### src/design/mlr_pkg.sv
// Shared definitions for the midpoint line rasterizer.
// Item kind codes and default sizes; no dependencies.
`timescale 1ns / 1ps
package mlr_pkg;

	typedef enum logic {
		FUNC_START = 1'b0,
		FUNC_STEP  = 1'b1
	} func_t;

	localparam int COORD_BITS_DEF  = 12;
	localparam int QUEUE_DEPTH_DEF = 4;

endpackage

### src/design/mlr_setup.sv
// Front end of the rasterizer: accepts items and prepares line setup in two stages.
// Depends on mlr_pkg for the item kind codes.
`timescale 1ns / 1ps
module mlr_setup
	import mlr_pkg::*;
#(
	parameter int COORD_BITS = COORD_BITS_DEF
) (
	input  logic                                clk,
	input  logic                                arst_n,
	input  logic                                in_valid,
	output logic                                in_ready,
	input  func_t                               in_func,
	input  logic signed [COORD_BITS-1:0]        in_start_x,
	input  logic signed [COORD_BITS-1:0]        in_start_y,
	input  logic signed [COORD_BITS-1:0]        in_end_x,
	input  logic signed [COORD_BITS-1:0]        in_end_y,
	output logic                                cmd_valid,
	input  logic                                cmd_ready,
	output func_t                               cmd_func,
	output logic signed [COORD_BITS-1:0]        cmd_x0,
	output logic signed [COORD_BITS-1:0]        cmd_y0,
	output logic signed [COORD_BITS-1:0]        cmd_x1,
	output logic signed [COORD_BITS-1:0]        cmd_y1,
	output logic signed [COORD_BITS+2:0]        cmd_decision,
	output logic signed [COORD_BITS+2:0]        cmd_incr_axis,
	output logic signed [COORD_BITS+2:0]        cmd_incr_diag,
	output logic                                cmd_y_major,
	output logic                                cmd_y_down,
	output logic                                cmd_last
);

	localparam int C = COORD_BITS;
	localparam int D = COORD_BITS + 3;

	logic adv_s1, adv_s2;

	logic                valid_s1;
	func_t               func_s1;
	logic signed [C-1:0] x0_s1, y0_s1, x1_s1, y1_s1;
	logic        [C:0]   dx_s1, ady_s1;
	logic                y_down_s1;

	logic                valid_s2;
	func_t               func_s2;
	logic signed [C-1:0] x0_s2, y0_s2, x1_s2, y1_s2;
	logic signed [D-1:0] dec_s2, axis_s2, diag_s2;
	logic                y_major_s2, y_down_s2, last_s2;

	logic signed [C:0]   dx_fwd, dx_rev, dy_fwd, dy_rev;
	logic                swap;
	logic signed [C:0]   dy_sel, dy_neg;
	logic signed [D-1:0] dxe, adye;
	logic signed [D-1:0] dec_x, dec_y, diag_x, diag_y;
	logic                y_major;

	assign adv_s2   = !valid_s2 || cmd_ready;
	assign adv_s1   = !valid_s1 || adv_s2;
	assign in_ready = adv_s1;

	always_comb begin
		dx_fwd = (C+1)'(in_end_x) - (C+1)'(in_start_x);
		dx_rev = (C+1)'(in_start_x) - (C+1)'(in_end_x);
		dy_fwd = (C+1)'(in_end_y) - (C+1)'(in_start_y);
		dy_rev = (C+1)'(in_start_y) - (C+1)'(in_end_y);
		swap   = dx_fwd[C];
		dy_sel = swap ? dy_rev : dy_fwd;
		dy_neg = swap ? dy_fwd : dy_rev;
	end

	always_ff @(posedge clk or negedge arst_n) begin
		if (!arst_n) begin
			valid_s1 <= 1'b0;
		end else if (adv_s1) begin
			valid_s1 <= in_valid;
		end
	end

	always_ff @(posedge clk) begin
		if (adv_s1) begin
			func_s1   <= in_func;
			x0_s1     <= swap ? in_end_x : in_start_x;
			y0_s1     <= swap ? in_end_y : in_start_y;
			x1_s1     <= swap ? in_start_x : in_end_x;
			y1_s1     <= swap ? in_start_y : in_end_y;
			dx_s1     <= swap ? dx_rev : dx_fwd;
			y_down_s1 <= dy_sel[C];
			ady_s1    <= dy_sel[C] ? dy_neg : dy_sel;
		end
	end

	always_comb begin
		dxe     = D'(dx_s1);
		adye    = D'(ady_s1);
		y_major = ady_s1 > dx_s1;
		dec_x   = (adye <<< 1) - dxe;
		dec_y   = (dxe <<< 1) - adye;
		diag_x  = (adye - dxe) <<< 1;
		diag_y  = (dxe - adye) <<< 1;
	end

	always_ff @(posedge clk or negedge arst_n) begin
		if (!arst_n) begin
			valid_s2 <= 1'b0;
		end else if (adv_s2) begin
			valid_s2 <= valid_s1;
		end
	end

	always_ff @(posedge clk) begin
		if (adv_s2) begin
			func_s2    <= func_s1;
			x0_s2      <= x0_s1;
			y0_s2      <= y0_s1;
			x1_s2      <= x1_s1;
			y1_s2      <= y1_s1;
			y_major_s2 <= y_major;
			y_down_s2  <= y_down_s1;
			dec_s2     <= y_major ? dec_y : dec_x;
			axis_s2    <= y_major ? (dxe <<< 1) : (adye <<< 1);
			diag_s2    <= y_major ? diag_y : diag_x;
			last_s2    <= y_major ? (y0_s1 == y1_s1) : (x0_s1 == x1_s1);
		end
	end

	assign cmd_valid     = valid_s2;
	assign cmd_func      = func_s2;
	assign cmd_x0        = x0_s2;
	assign cmd_y0        = y0_s2;
	assign cmd_x1        = x1_s2;
	assign cmd_y1        = y1_s2;
	assign cmd_decision  = dec_s2;
	assign cmd_incr_axis = axis_s2;
	assign cmd_incr_diag = diag_s2;
	assign cmd_y_major   = y_major_s2;
	assign cmd_y_down    = y_down_s2;
	assign cmd_last      = last_s2;

endmodule

### src/design/mlr_queue.sv
// Short command queue between the rasterizer front end and the stepper.
// Generic width and depth; uses nothing from the package.
`timescale 1ns / 1ps
module mlr_queue #(
	parameter int WIDTH = 8,
	parameter int DEPTH = 4
) (
	input  logic             clk,
	input  logic             arst_n,
	input  logic             wr_valid,
	output logic             wr_ready,
	input  logic [WIDTH-1:0] wr_data,
	output logic             rd_valid,
	input  logic             rd_ready,
	output logic [WIDTH-1:0] rd_data
);

	localparam int AW = (DEPTH > 1) ? $clog2(DEPTH) : 1;
	localparam int CW = $clog2(DEPTH + 1);

	logic [WIDTH-1:0] mem_q [DEPTH];
	logic [AW-1:0]    wr_ptr_q, rd_ptr_q;
	logic [CW-1:0]    count_q;
	logic             push, pop;

	assign wr_ready = count_q != CW'(DEPTH);
	assign rd_valid = count_q != '0;
	assign push     = wr_valid && wr_ready;
	assign pop      = rd_valid && rd_ready;
	assign rd_data  = mem_q[rd_ptr_q];

	always_ff @(posedge clk or negedge arst_n) begin
		if (!arst_n) begin
			wr_ptr_q <= '0;
			rd_ptr_q <= '0;
			count_q  <= '0;
		end else begin
			if (push) begin
				wr_ptr_q <= (wr_ptr_q == AW'(DEPTH - 1)) ? '0 : wr_ptr_q + AW'(1);
			end
			if (pop) begin
				rd_ptr_q <= (rd_ptr_q == AW'(DEPTH - 1)) ? '0 : rd_ptr_q + AW'(1);
			end
			if (push && !pop) begin
				count_q <= count_q + CW'(1);
			end else if (pop && !push) begin
				count_q <= count_q - CW'(1);
			end
		end
	end

	always_ff @(posedge clk) begin
		if (push) begin
			mem_q[wr_ptr_q] <= wr_data;
		end
	end

endmodule

### src/design/mlr_stepper.sv
// Back end of the rasterizer: holds the line state, steps it and drives the pixel output.
// Depends on mlr_pkg for the item kind codes.
`timescale 1ns / 1ps
module mlr_stepper
	import mlr_pkg::*;
#(
	parameter int COORD_BITS = COORD_BITS_DEF
) (
	input  logic                         clk,
	input  logic                         arst_n,
	input  logic                         cmd_valid,
	output logic                         cmd_ready,
	input  func_t                        cmd_func,
	input  logic signed [COORD_BITS-1:0] cmd_x0,
	input  logic signed [COORD_BITS-1:0] cmd_y0,
	input  logic signed [COORD_BITS-1:0] cmd_x1,
	input  logic signed [COORD_BITS-1:0] cmd_y1,
	input  logic signed [COORD_BITS+2:0] cmd_decision,
	input  logic signed [COORD_BITS+2:0] cmd_incr_axis,
	input  logic signed [COORD_BITS+2:0] cmd_incr_diag,
	input  logic                         cmd_y_major,
	input  logic                         cmd_y_down,
	input  logic                         cmd_last,
	output logic                         out_valid,
	input  logic                         out_ready,
	output logic signed [COORD_BITS-1:0] out_x,
	output logic signed [COORD_BITS-1:0] out_y,
	output logic                         out_flag,
	output logic                         out_last
);

	localparam int C = COORD_BITS;
	localparam int D = COORD_BITS + 3;

	logic signed [C-1:0] cur_x_q, cur_y_q, stop_x_q, stop_y_q;
	logic signed [D-1:0] decision_q, incr_axis_q, incr_diag_q;
	logic                y_major_q, y_down_q, active_q;
	logic                out_valid_q;
	logic signed [C-1:0] out_x_q, out_y_q;
	logic                out_flag_q, out_last_q;

	logic                pop;
	logic signed [C-1:0] step_y, nx, ny;
	logic signed [D-1:0] ndec;
	logic                dpos, nlast;

	assign cmd_ready = !out_valid_q || out_ready;
	assign pop       = cmd_valid && cmd_ready;

	always_comb begin
		step_y = y_down_q ? cur_y_q - C'(1) : cur_y_q + C'(1);
		dpos   = decision_q > 0;
		if (y_major_q) begin
			ny = step_y;
			nx = dpos ? cur_x_q + C'(1) : cur_x_q;
		end else begin
			nx = cur_x_q + C'(1);
			ny = dpos ? step_y : cur_y_q;
		end
		ndec  = decision_q + (dpos ? incr_diag_q : incr_axis_q);
		nlast = y_major_q ? (ny == stop_y_q) : (nx == stop_x_q);
	end

	always_ff @(posedge clk or negedge arst_n) begin
		if (!arst_n) begin
			cur_x_q     <= '0;
			cur_y_q     <= '0;
			stop_x_q    <= '0;
			stop_y_q    <= '0;
			decision_q  <= '0;
			incr_axis_q <= '0;
			incr_diag_q <= '0;
			y_major_q   <= 1'b0;
			y_down_q    <= 1'b0;
			active_q    <= 1'b0;
			out_valid_q <= 1'b0;
		end else begin
			if (pop) begin
				out_valid_q <= 1'b1;
				if (cmd_func == FUNC_START) begin
					cur_x_q     <= cmd_x0;
					cur_y_q     <= cmd_y0;
					stop_x_q    <= cmd_x1;
					stop_y_q    <= cmd_y1;
					decision_q  <= cmd_decision;
					incr_axis_q <= cmd_incr_axis;
					incr_diag_q <= cmd_incr_diag;
					y_major_q   <= cmd_y_major;
					y_down_q    <= cmd_y_down;
					active_q    <= !cmd_last;
				end else if (active_q) begin
					cur_x_q    <= nx;
					cur_y_q    <= ny;
					decision_q <= ndec;
					active_q   <= !nlast;
				end
			end else if (out_ready) begin
				out_valid_q <= 1'b0;
			end
		end
	end

	always_ff @(posedge clk) begin
		if (pop) begin
			if (cmd_func == FUNC_START) begin
				out_x_q    <= cmd_x0;
				out_y_q    <= cmd_y0;
				out_flag_q <= 1'b1;
				out_last_q <= cmd_last;
			end else if (active_q) begin
				out_x_q    <= nx;
				out_y_q    <= ny;
				out_flag_q <= 1'b1;
				out_last_q <= nlast;
			end else begin
				out_x_q    <= '0;
				out_y_q    <= '0;
				out_flag_q <= 1'b0;
				out_last_q <= 1'b0;
			end
		end
	end

	assign out_valid = out_valid_q;
	assign out_x     = out_x_q;
	assign out_y     = out_y_q;
	assign out_flag  = out_flag_q;
	assign out_last  = out_last_q;

endmodule

### src/design/midpoint_line_rasterizer.sv
// Midpoint line rasterizer, top level: setup front end, command queue, stepper.
// An input transfer passes setup stages s1 and s2, the queue and the stepper output register.
// Throughput: one item per cycle unless m_tready stalls; stepper decision update sets it.
// Reset: arst_n clears pipeline valids, queue pointers and the line state (no line active).
// Depends on mlr_pkg, mlr_setup, mlr_queue and mlr_stepper.
`timescale 1ns / 1ps
module midpoint_line_rasterizer
	import mlr_pkg::*;
#(
	parameter int COORD_BITS  = COORD_BITS_DEF,
	parameter int QUEUE_DEPTH = QUEUE_DEPTH_DEF
) (
	input  logic                                     clk,
	input  logic                                     arst_n,
	input  logic                                     s_tvalid,
	output logic                                     s_tready,
	// start_x, start_y, end_x, end_y
	input  logic [((4*COORD_BITS+7)/8)*8-1:0]        s_tdata,
	// func
	input  logic [0:0]                               s_tuser,
	output logic                                     m_tvalid,
	input  logic                                     m_tready,
	// pixel_x, pixel_y
	output logic [((2*COORD_BITS+7)/8)*8-1:0]        m_tdata,
	// pixel_valid
	output logic [0:0]                               m_tuser,
	output logic                                     m_tlast
);

	localparam int C  = COORD_BITS;
	localparam int D  = COORD_BITS + 3;
	localparam int OW = ((2*COORD_BITS+7)/8)*8;
	localparam int QW = 1 + 4*C + 3*D + 3;

	func_t               f_func, b_func;
	logic signed [C-1:0] f_x0, f_y0, f_x1, f_y1, b_x0, b_y0, b_x1, b_y1;
	logic signed [D-1:0] f_dec, f_axis, f_diag, b_dec, b_axis, b_diag;
	logic                f_y_major, f_y_down, f_last, b_y_major, b_y_down, b_last;
	logic                f_valid, f_ready, b_valid, b_ready;
	logic [QW-1:0]       q_in, q_out;
	logic signed [C-1:0] px, py;
	logic                pflag, plast;

	mlr_setup #(
		.COORD_BITS(COORD_BITS)
	) u_setup (
		.clk          (clk),
		.arst_n       (arst_n),
		.in_valid     (s_tvalid),
		.in_ready     (s_tready),
		.in_func      (func_t'(s_tuser[0])),
		.in_start_x   (s_tdata[C-1:0]),
		.in_start_y   (s_tdata[2*C-1:C]),
		.in_end_x     (s_tdata[3*C-1:2*C]),
		.in_end_y     (s_tdata[4*C-1:3*C]),
		.cmd_valid    (f_valid),
		.cmd_ready    (f_ready),
		.cmd_func     (f_func),
		.cmd_x0       (f_x0),
		.cmd_y0       (f_y0),
		.cmd_x1       (f_x1),
		.cmd_y1       (f_y1),
		.cmd_decision (f_dec),
		.cmd_incr_axis(f_axis),
		.cmd_incr_diag(f_diag),
		.cmd_y_major  (f_y_major),
		.cmd_y_down   (f_y_down),
		.cmd_last     (f_last)
	);

	assign q_in = {f_func, f_x0, f_y0, f_x1, f_y1, f_dec, f_axis, f_diag,
		f_y_major, f_y_down, f_last};

	mlr_queue #(
		.WIDTH(QW),
		.DEPTH(QUEUE_DEPTH)
	) u_queue (
		.clk     (clk),
		.arst_n  (arst_n),
		.wr_valid(f_valid),
		.wr_ready(f_ready),
		.wr_data (q_in),
		.rd_valid(b_valid),
		.rd_ready(b_ready),
		.rd_data (q_out)
	);

	assign b_func    = func_t'(q_out[QW-1]);
	assign b_x0      = q_out[QW-2 -: C];
	assign b_y0      = q_out[QW-2-C -: C];
	assign b_x1      = q_out[QW-2-2*C -: C];
	assign b_y1      = q_out[QW-2-3*C -: C];
	assign b_dec     = q_out[3+3*D-1 -: D];
	assign b_axis    = q_out[3+2*D-1 -: D];
	assign b_diag    = q_out[3+D-1 -: D];
	assign b_y_major = q_out[2];
	assign b_y_down  = q_out[1];
	assign b_last    = q_out[0];

	mlr_stepper #(
		.COORD_BITS(COORD_BITS)
	) u_stepper (
		.clk          (clk),
		.arst_n       (arst_n),
		.cmd_valid    (b_valid),
		.cmd_ready    (b_ready),
		.cmd_func     (b_func),
		.cmd_x0       (b_x0),
		.cmd_y0       (b_y0),
		.cmd_x1       (b_x1),
		.cmd_y1       (b_y1),
		.cmd_decision (b_dec),
		.cmd_incr_axis(b_axis),
		.cmd_incr_diag(b_diag),
		.cmd_y_major  (b_y_major),
		.cmd_y_down   (b_y_down),
		.cmd_last     (b_last),
		.out_valid    (m_tvalid),
		.out_ready    (m_tready),
		.out_x        (px),
		.out_y        (py),
		.out_flag     (pflag),
		.out_last     (plast)
	);

	assign m_tdata = OW'({py, px});
	assign m_tuser = pflag;
	assign m_tlast = plast;

endmodule
### config.mk
export PLATFORM = sky130hd
export DESIGN_NAME = midpoint_line_rasterizer
export DESIGN_NICKNAME = d
export VERILOG_FILES = /design/src/design/mlr_pkg.sv /design/src/design/mlr_setup.sv /design/src/design/mlr_queue.sv /design/src/design/mlr_stepper.sv /design/src/design/midpoint_line_rasterizer.sv
export SDC_FILE = /design/constraint.sdc
export NUM_CORES = 1
export LEC_CHECK = 0
export BUFFER_PORTS_ARGS = -buffer_cell sky130_fd_sc_hd__buf_2
export CORE_MARGIN = 10
export CORE_UTILIZATION = 49
export CTS_CLUSTER_DIAMETER = 60
export DETAILED_ROUTE_END_ITERATION = 7
export PLACE_DENSITY = 0.73
export SLEW_MARGIN = 30
export SYNTH_ARGS = -nofsm -noshare
export SYNTH_HDL_FRONTEND = slang
export SYNTH_SLANG_ARGS = --single-unit
### constraint.sdc
create_clock -name clk -period 3.48 [get_ports clk]
set_input_delay 0 -clock clk [delete_from_list [all_inputs] [get_ports clk]]
set_output_delay 0 -clock clk [all_outputs]
set_load 0.05 [all_outputs]
Word level (Yosys, flattened, before mapping)
Memories as Yosys holds them, arrays and structs flattened.
Index checks and enable logic that the tools add are counted.
{ "totals": {"ff_bits": 305, "mem_bits_rw": 388, "output_inout_bits": 28, "elab_cells": 130, "memories": 1} }
{ "mem_list": {"columns": ["memory", "depth", "width", "read_ports", "rd_clocked_by_memory_dff", "write_ports", "line", "rtl"], "rows": [
  ["u_queue.mem_q", 4, 97, 1, 0, 1, "mlr_queue.sv:21", "logic [WIDTH-1:0] mem_q [DEPTH];"]
]} }
{ "op_classes": {"add_sub_neg": 16, "order_cmp": 2, "n_eq_ne": 8, "mux": 42, "bitwise_logic": 1, "n_reduce_logical": 19} }
{ "op_table": {"columns": ["cell", "count"], "rows": [
  ["two-way mux 12 bit", 19],
  ["two-way mux 15 bit", 5],
  ["subtractor 12 x 12 -> 13 bit", 4],
  ["equality test 12 bit", 4],
  ["subtractor 14 x 13 -> 15 bit", 2],
  ["subtractor 13 x 13 -> 14 bit", 2],
  ["two-way mux 13 bit", 2],
  ["adder 12 x 2 -> 12 bit, second input constant", 2],
  ["adder 15 bit", 1],
  ["greater-than comparator 15 x 1 -> 1 bit, second input constant", 1],
  ["two-way mux 14 bit", 1],
  ["greater-than comparator 13 bit", 1],
  ["subtractor 12 x 2 -> 12 bit, second input constant", 1],
  ["two-way mux 1 bit", 11],
  ["zero test 1 bit", 7],
  ["two-way mux 3 bit", 2],
  ["adder 2 x 1 -> 2 bit, second input constant", 2],
  ["equality test 2 bit, second input constant", 2],
  ["logical AND 1 bit", 4],
  ["two-way mux 2 bit", 2],
  ["AND reduction 2 bit", 2],
  ["nonzero test 2 bit", 2],
  ["adder 3 x 1 -> 3 bit, second input constant", 1],
  ["logical OR 1 bit", 3],
  ["other kinds (5)", 5]
]} }

Longest topological paths before layout
{ "depth": {"ltp_word": 9, "mapped_depth": 18, "ltp_nobuf": 16} }

Cells and area by module
From an unflattened synthesis, not the netlist that was laid out.
{ "unflattened": {"cells_unflattened": 2422, "area_unflattened_um2": 32874.0} }
{ "by_module_without_submodules": {"columns": ["module", "n_inst", "cells_each", "area_each_um2", "seq_area_each_um2"], "rows": [
  ["mlr_queue", 1, 543, 14403.8, 11826.3],
  ["mlr_setup", 1, 1041, 10999.3, 5154.9],
  ["mlr_stepper", 1, 838, 7470.9, 3208.1]
]} }

Worst setup path after synthesis
OpenSTA, ideal clock, no wires.
{ "synth_timing": {"kind": "register -> register", "startpoint": "reg u_queue.count_q[0]", "endpoint": "reg u_setup.ady_s1[0], enable pin", "setup_ns": 1.298, "arrival_time_ns": 3.141, "t_required_ns": 2.182, "slack_ns": -0.959, "stages_incl_launch_ff": 3, "path_buffers": 0, "period_less_slack_ns": 4.439, "cell_sequence": "dfrtp_1 nor2_1 nand4_1"} }
{ "synth_between": {"elab_chain_cells": 3} }
{ "synth_rtl": {"columns": ["element", "line", "rtl"], "rows": [
  ["from (decl)", "mlr_queue.sv:23", "logic [CW-1:0] count_q;"],
  ["from (signal assigned)", "mlr_queue.sv:45", "count_q <= count_q + CW'(1);"],
  ["from (signal assigned)", "mlr_queue.sv:47", "count_q <= count_q - CW'(1);"],
  ["inequality test 3 bit", "mlr_queue.sv:26", "assign wr_ready = count_q != CW'(DEPTH);"],
  ["logical OR 1 bit", "mlr_setup.sv:57", "assign adv_s2 = !valid_s2 || cmd_ready;"],
  ["logical OR 1 bit", "mlr_setup.sv:58", "assign adv_s1 = !valid_s1 || adv_s2;"],
  ["via s_tready", "midpoint_line_rasterizer.sv:16", "output logic s_tready,"],
  ["to (signal assigned)", "mlr_setup.sv:88", "ady_s1 <= dy_sel[C] ? dy_neg : dy_sel;"],
  ["to (decl)", "mlr_setup.sv:41", "logic [C:0] dx_s1, ady_s1;"]
]} }
The timed path passes the listed nets, and every way through them passes these cells.
A chain may end at the register's enable or synchronous reset.

Final worst setup path
{ "layout_timing": {"startpoint": "reg u_stepper.decision_q[12]", "endpoint": "reg u_stepper.decision_q[14]"} }
{ "layout_between": {"elab_chain_cells": 5} }
{ "layout_rtl": {"columns": ["element", "line", "rtl"], "rows": [
  ["from (decl)", "mlr_stepper.sv:36", "logic signed [D-1:0] decision_q, incr_axis_q, incr_diag_q;"],
  ["from (signal assigned)", "mlr_stepper.sv:85", "decision_q <= cmd_decision;"],
  ["from (signal assigned)", "mlr_stepper.sv:94", "decision_q <= ndec;"],
  ["greater-than comparator 15 x 1 -> 1 bit", "mlr_stepper.sv:52", "dpos = decision_q > 0;"],
  ["two-way mux 15 bit", "mlr_stepper.sv:60", "ndec = decision_q + (dpos ? incr_diag_q : incr_axis_q);"],
  ["adder 15 bit (*)", "mlr_stepper.sv:60", null],
  ["two-way mux 15 bit (*)", "mlr_stepper.sv:91", "end else if (active_q) begin"],
  ["two-way mux 15 bit (*)", "mlr_stepper.sv:80", "if (cmd_func == FUNC_START) begin"]
]} }
Mark *: on every way between the ends. The rest lies on a longest branch, timed or not. The select of a mux whose other input is x is not followed.

==> results.json <==
{
  "status": "finished, final reports clean",
  "synth_top_area_share_pct": 53.8,
  "fp.dieArea_um2": 75700,
  "grt_max_degree": 97,
  "hold_class": "input pin to asynchronous set/reset pin",
  "numPortBuffers": 80,
  "synthesis.nets": 2491,
  "mappedNetlistArea_um2": 31900,
  "seq_area_frac_synth_pct": 61.9,
  "hold_viol_final": 0,
  "cts-buffers-inserted": 71,
  "fmaxAchievable_mhz": 298,
  "ant_nets": 0,
  "grtUsageTotal_pct": 20.2,
  "reported_net_switching_power_uw": 14200,
  "synth_enable_flop_cells": 572,
  "routed-via-count": 19800,
  "htree_num_levels": 3,
  "share_of_synthesized_registers_carrying_an_async_set_or_reset_pct": 15.3,
  "core-area_um2": 64500,
  "sinks_on_clock_net": 675,
  "detail_route.vias_per_cell": 5.80,
  "power.static_leakage_uw": 0.0140,
  "seq_power_share_pct": 39.8,
  "post-route-min-period_ns": 3.36,
  "drt_first_iter_violations": 1926,
  "gpl.final_weighted_congestion": 0.917,
  "worst_clock_skew_ns": 0.0258,
  "worst_r2r_endpoint": "u_stepper.decision_q[14]",
  "clk_pin_slew_ns": 0.06,
  "slowest_stage": "dfrtp_2",
  "synthDominantAreaCellType": "edfxtp_1",
  "detail_route.wirelength_um": 76700,
  "reg2reg_setup_slack_ns": 0.12,
  "drt_wl_cell_um": 22.4,
  "finalSetupTns_ns": 0,
  "drv_slew": 0,
  "power.internal_uw": 23400,
  "worst-setup-path-type": "flip-flop to flip-flop",
  "timing.critical_path.arrival_ns": 3.84,
  "clkLatencyLatePin_ns": 0.61,
  "drive_above_1_share_pct": 18.5,
  "cp_cell_sequence": "nor4_4, buf_4, a41o_4, nand2_1, nand2_1, ha_1, a21o_1, a21o_1, a21oi_2, o21ai_2, a311oi_2, o21ai_2, a21o_1, a2111oi_4, nor2_1",
  "dominantRegCellSynth": "edfxtp_1",
  "io-pin-count": 81,
  "synth-warning-count": 0,
  "row_count": 93,
  "final_net_count": 2698,
  "endpoint_kind": "flip-flop",
  "synth_seq_cells": 675,
  "report.power.total_uw": 37500,
  "clock_tree.root_cell": "clkbuf_16",
  "r2r-start": "u_stepper.decision_q[12]",
  "antenna_found_initial": 0,
  "dr.pass1.iters": 5,
  "power.share.clock_pct": 19.3,
  "power.density_nw_per_um2": 1020,
  "die_y_um": 275,
  "crit_family": "compound AO/OA/AOI/OAI gates",
  "initial_core_util_pct": 49.5,
  "post_synth_inst_count": 2299,
  "area.growth.synth_to_final_pct": 15.2,
  "first_pass_grt_wire_length_um": 117000,
  "pre_cts_slack_ns": -0.153,
  "maxCapViolations": 0,
  "cts.path.max_buffers": 3,
  "fin_ws_ns": 0.120,
  "fp.dieW_um": 275,
  "critical_path.n_buffers_inverters": 1,
  "cp_max_fo": 4,
  "netlist-cell-type-count": 92,
  "timing.final.crit_share_pct": 96.5,
  "timing.critical_path.mode_cell": "a21o_1",
  "cts_tree": "built",
  "avgSynthCellArea_um2": 13.9,
  "relSlewSlack_pct": 42.5,
  "max-vdd-ir-drop_mv": 0.639,
  "critical_path.max_stage_delay_ns": 0.43,
  "netSwitchingFraction_pct": 37.7,
  "setup-violations-final": 0,
  "netlist_top_cells_area": "edfxtp_1 54%, dfrtp_1 8.1%, mux4_2 6.5%, ha_1 5.0%, o21ai_0 2.8%",
  "number_of_global_route_vias_before_repair": 19900,
  "critical_path_required_ns": 3.96,
  "worst_r2r_path_depth": 15,
  "drc": 0,
  "worst-slew-pin-transition_ns": 0.863,
  "grt_remaining_overflow": 0,
  "start_kind": "flip-flop",
  "comb_power_share_pct": 40.9,
  "hpwl_um": 53100
}
-- cells in the mapped netlist, types with 15 or more instances --
library cell	instances
a21o_1	26
mux2_2	58
edfxtp_1	572
a31oi_1	17
clkbuf_1	41
a21oi_1	105
nand2b_1	15
nor2b_1	21
xor2_1	62
buf_2	23
inv_1	132
nor2_1	88
or3_1	15
and2_1	16
ha_1	128
nand3_1	33
buf_1	19
nand2_1	213
nor3_1	29
dfrtp_1	103
mux2i_1	34
o21ai_0	180
mux4_2	92
xnor2_1	57
-- metrics by stage --
| step | cell area, µm² | cells | hold WS (ns) | util, % |
|---|---|---|---|---|
| floorplan | 31900 | 2299 | -0.296 | - |
| finish | 36800 | 3415 | 0.0222 | 57.0 |
| global route | 36800 | 3413 | 0.0803 | 57.0 |
| CTS | 36600 | 3409 | 0.0557 | 56.8 |
| global placement | 33600 | 3209 | 0.152 | 52.2 |
| detailed placement | 33600 | 3209 | 0.160 | 52.2 |
-- sequential cells by signal, summed over array words and instances (netlist names), 13 cells and up --
| name | count |
|---|---|
| u_setup.dx_s1 | 13 |
| u_setup.ady_s1 | 13 |
| u_stepper.decision_q | 15 |
| u_setup.cmd_decision | 15 |
| u_setup.cmd_incr_diag | 14 |
| u_setup.cmd_incr_axis | 13 |
| u_queue.mem_q | 376 |
| u_stepper.incr_axis_q | 13 |
| u_stepper.incr_diag_q | 14 |
-- power groups by stage --
stage | Sequential [µW] | Combinational, µW | Clock [µW]
final | 14900 | 15400 | 7230
after global placement | 14800 | 14700 | 0
after floorplan | 14600 | 10400 | 0
after global routing | 15200 | 16800 | 7700
after detailed placement | 15000 | 14900 | 0
after CTS | 14900 | 15100 | 7350
-- worst max path at each step --
stage | from | to | slack, ns | cells after the start
2_1_floorplan | u_queue.count_q[1] | u_setup.ady_s1[0] | -0.94 | 2
3_3_place_gp | u_stepper.decision_q[8] | u_stepper.decision_q[14] | -0.05 | 15
3_5_place_dp | u_stepper.decision_q[8] | u_stepper.decision_q[14] | -0.15 | 15
4_1_cts | u_stepper.decision_q[8] | u_stepper.decision_q[14] | 0.04 | 15
5_1_grt | u_stepper.decision_q[12] | u_stepper.decision_q[14] | -0.01 | 16
6_report | u_stepper.decision_q[12] | u_stepper.decision_q[14] | 0.12 | 15
-- what timing repair did --
item,in CTS,in global routing
hold buffers,75,0
gates resized for setup,7,18
hold endpoints to repair,117,0
setup endpoints to repair,3,5
pin swaps,1,8
buffers inserted,0,4
-- placed cells by master (no fill, tap or decap), types with 75 or more instances in the layout --
cell type	n
inv_1	132
buf_2	79
o21ai_0	178
ha_1	127
nand2_1	213
mux4_2	92
edfxtp_1	572
dfrtp_1	100
a21oi_1	102
nor2_1	85
dlygate4sd3_1	75
-- layout make-up --
class                           count  area [µm²]
Timing Repair Buffer              224        1790
Fill cell                        5000       27700
Clock inverter                     38         323
Sequential cell                   675       19800
Multi-Input combinational cell   1402       11400
Tap cell                          855        1070
Antenna cell                        2        5.00
Clock buffer                       87        1900
Inverter                          132         495
-- kinds of logic after synthesis --
group	count (synthesis)	share of synthesized area, %
multiplexers	187	9.72
buffers and inverters	222	2.82
AND/OR/NAND/NOR	487	7.25
adder cells (fa/ha/maj)	139	5.71
AO/OA/AOI/OAI	466	9.07
flip-flops	675	61.9
XOR/XNOR	123	3.51
-- routing by layer --
metal | wire length, µm | GRT usage [%] | share of wire (%) | vias up
met5 | 0 | 0 | 0 | -
met4 | 2100 | 6.37 | 2.7 | 0
met3 | 4690 | 3.13 | 6.1 | 117
met2 | 36900 | 32.8 | 48 | 664
met1 | 32900 | 27.8 | 43 | 10000
li1 | - | - | - | 9023
Note: power is estimated with default switching activity, not from simulation.
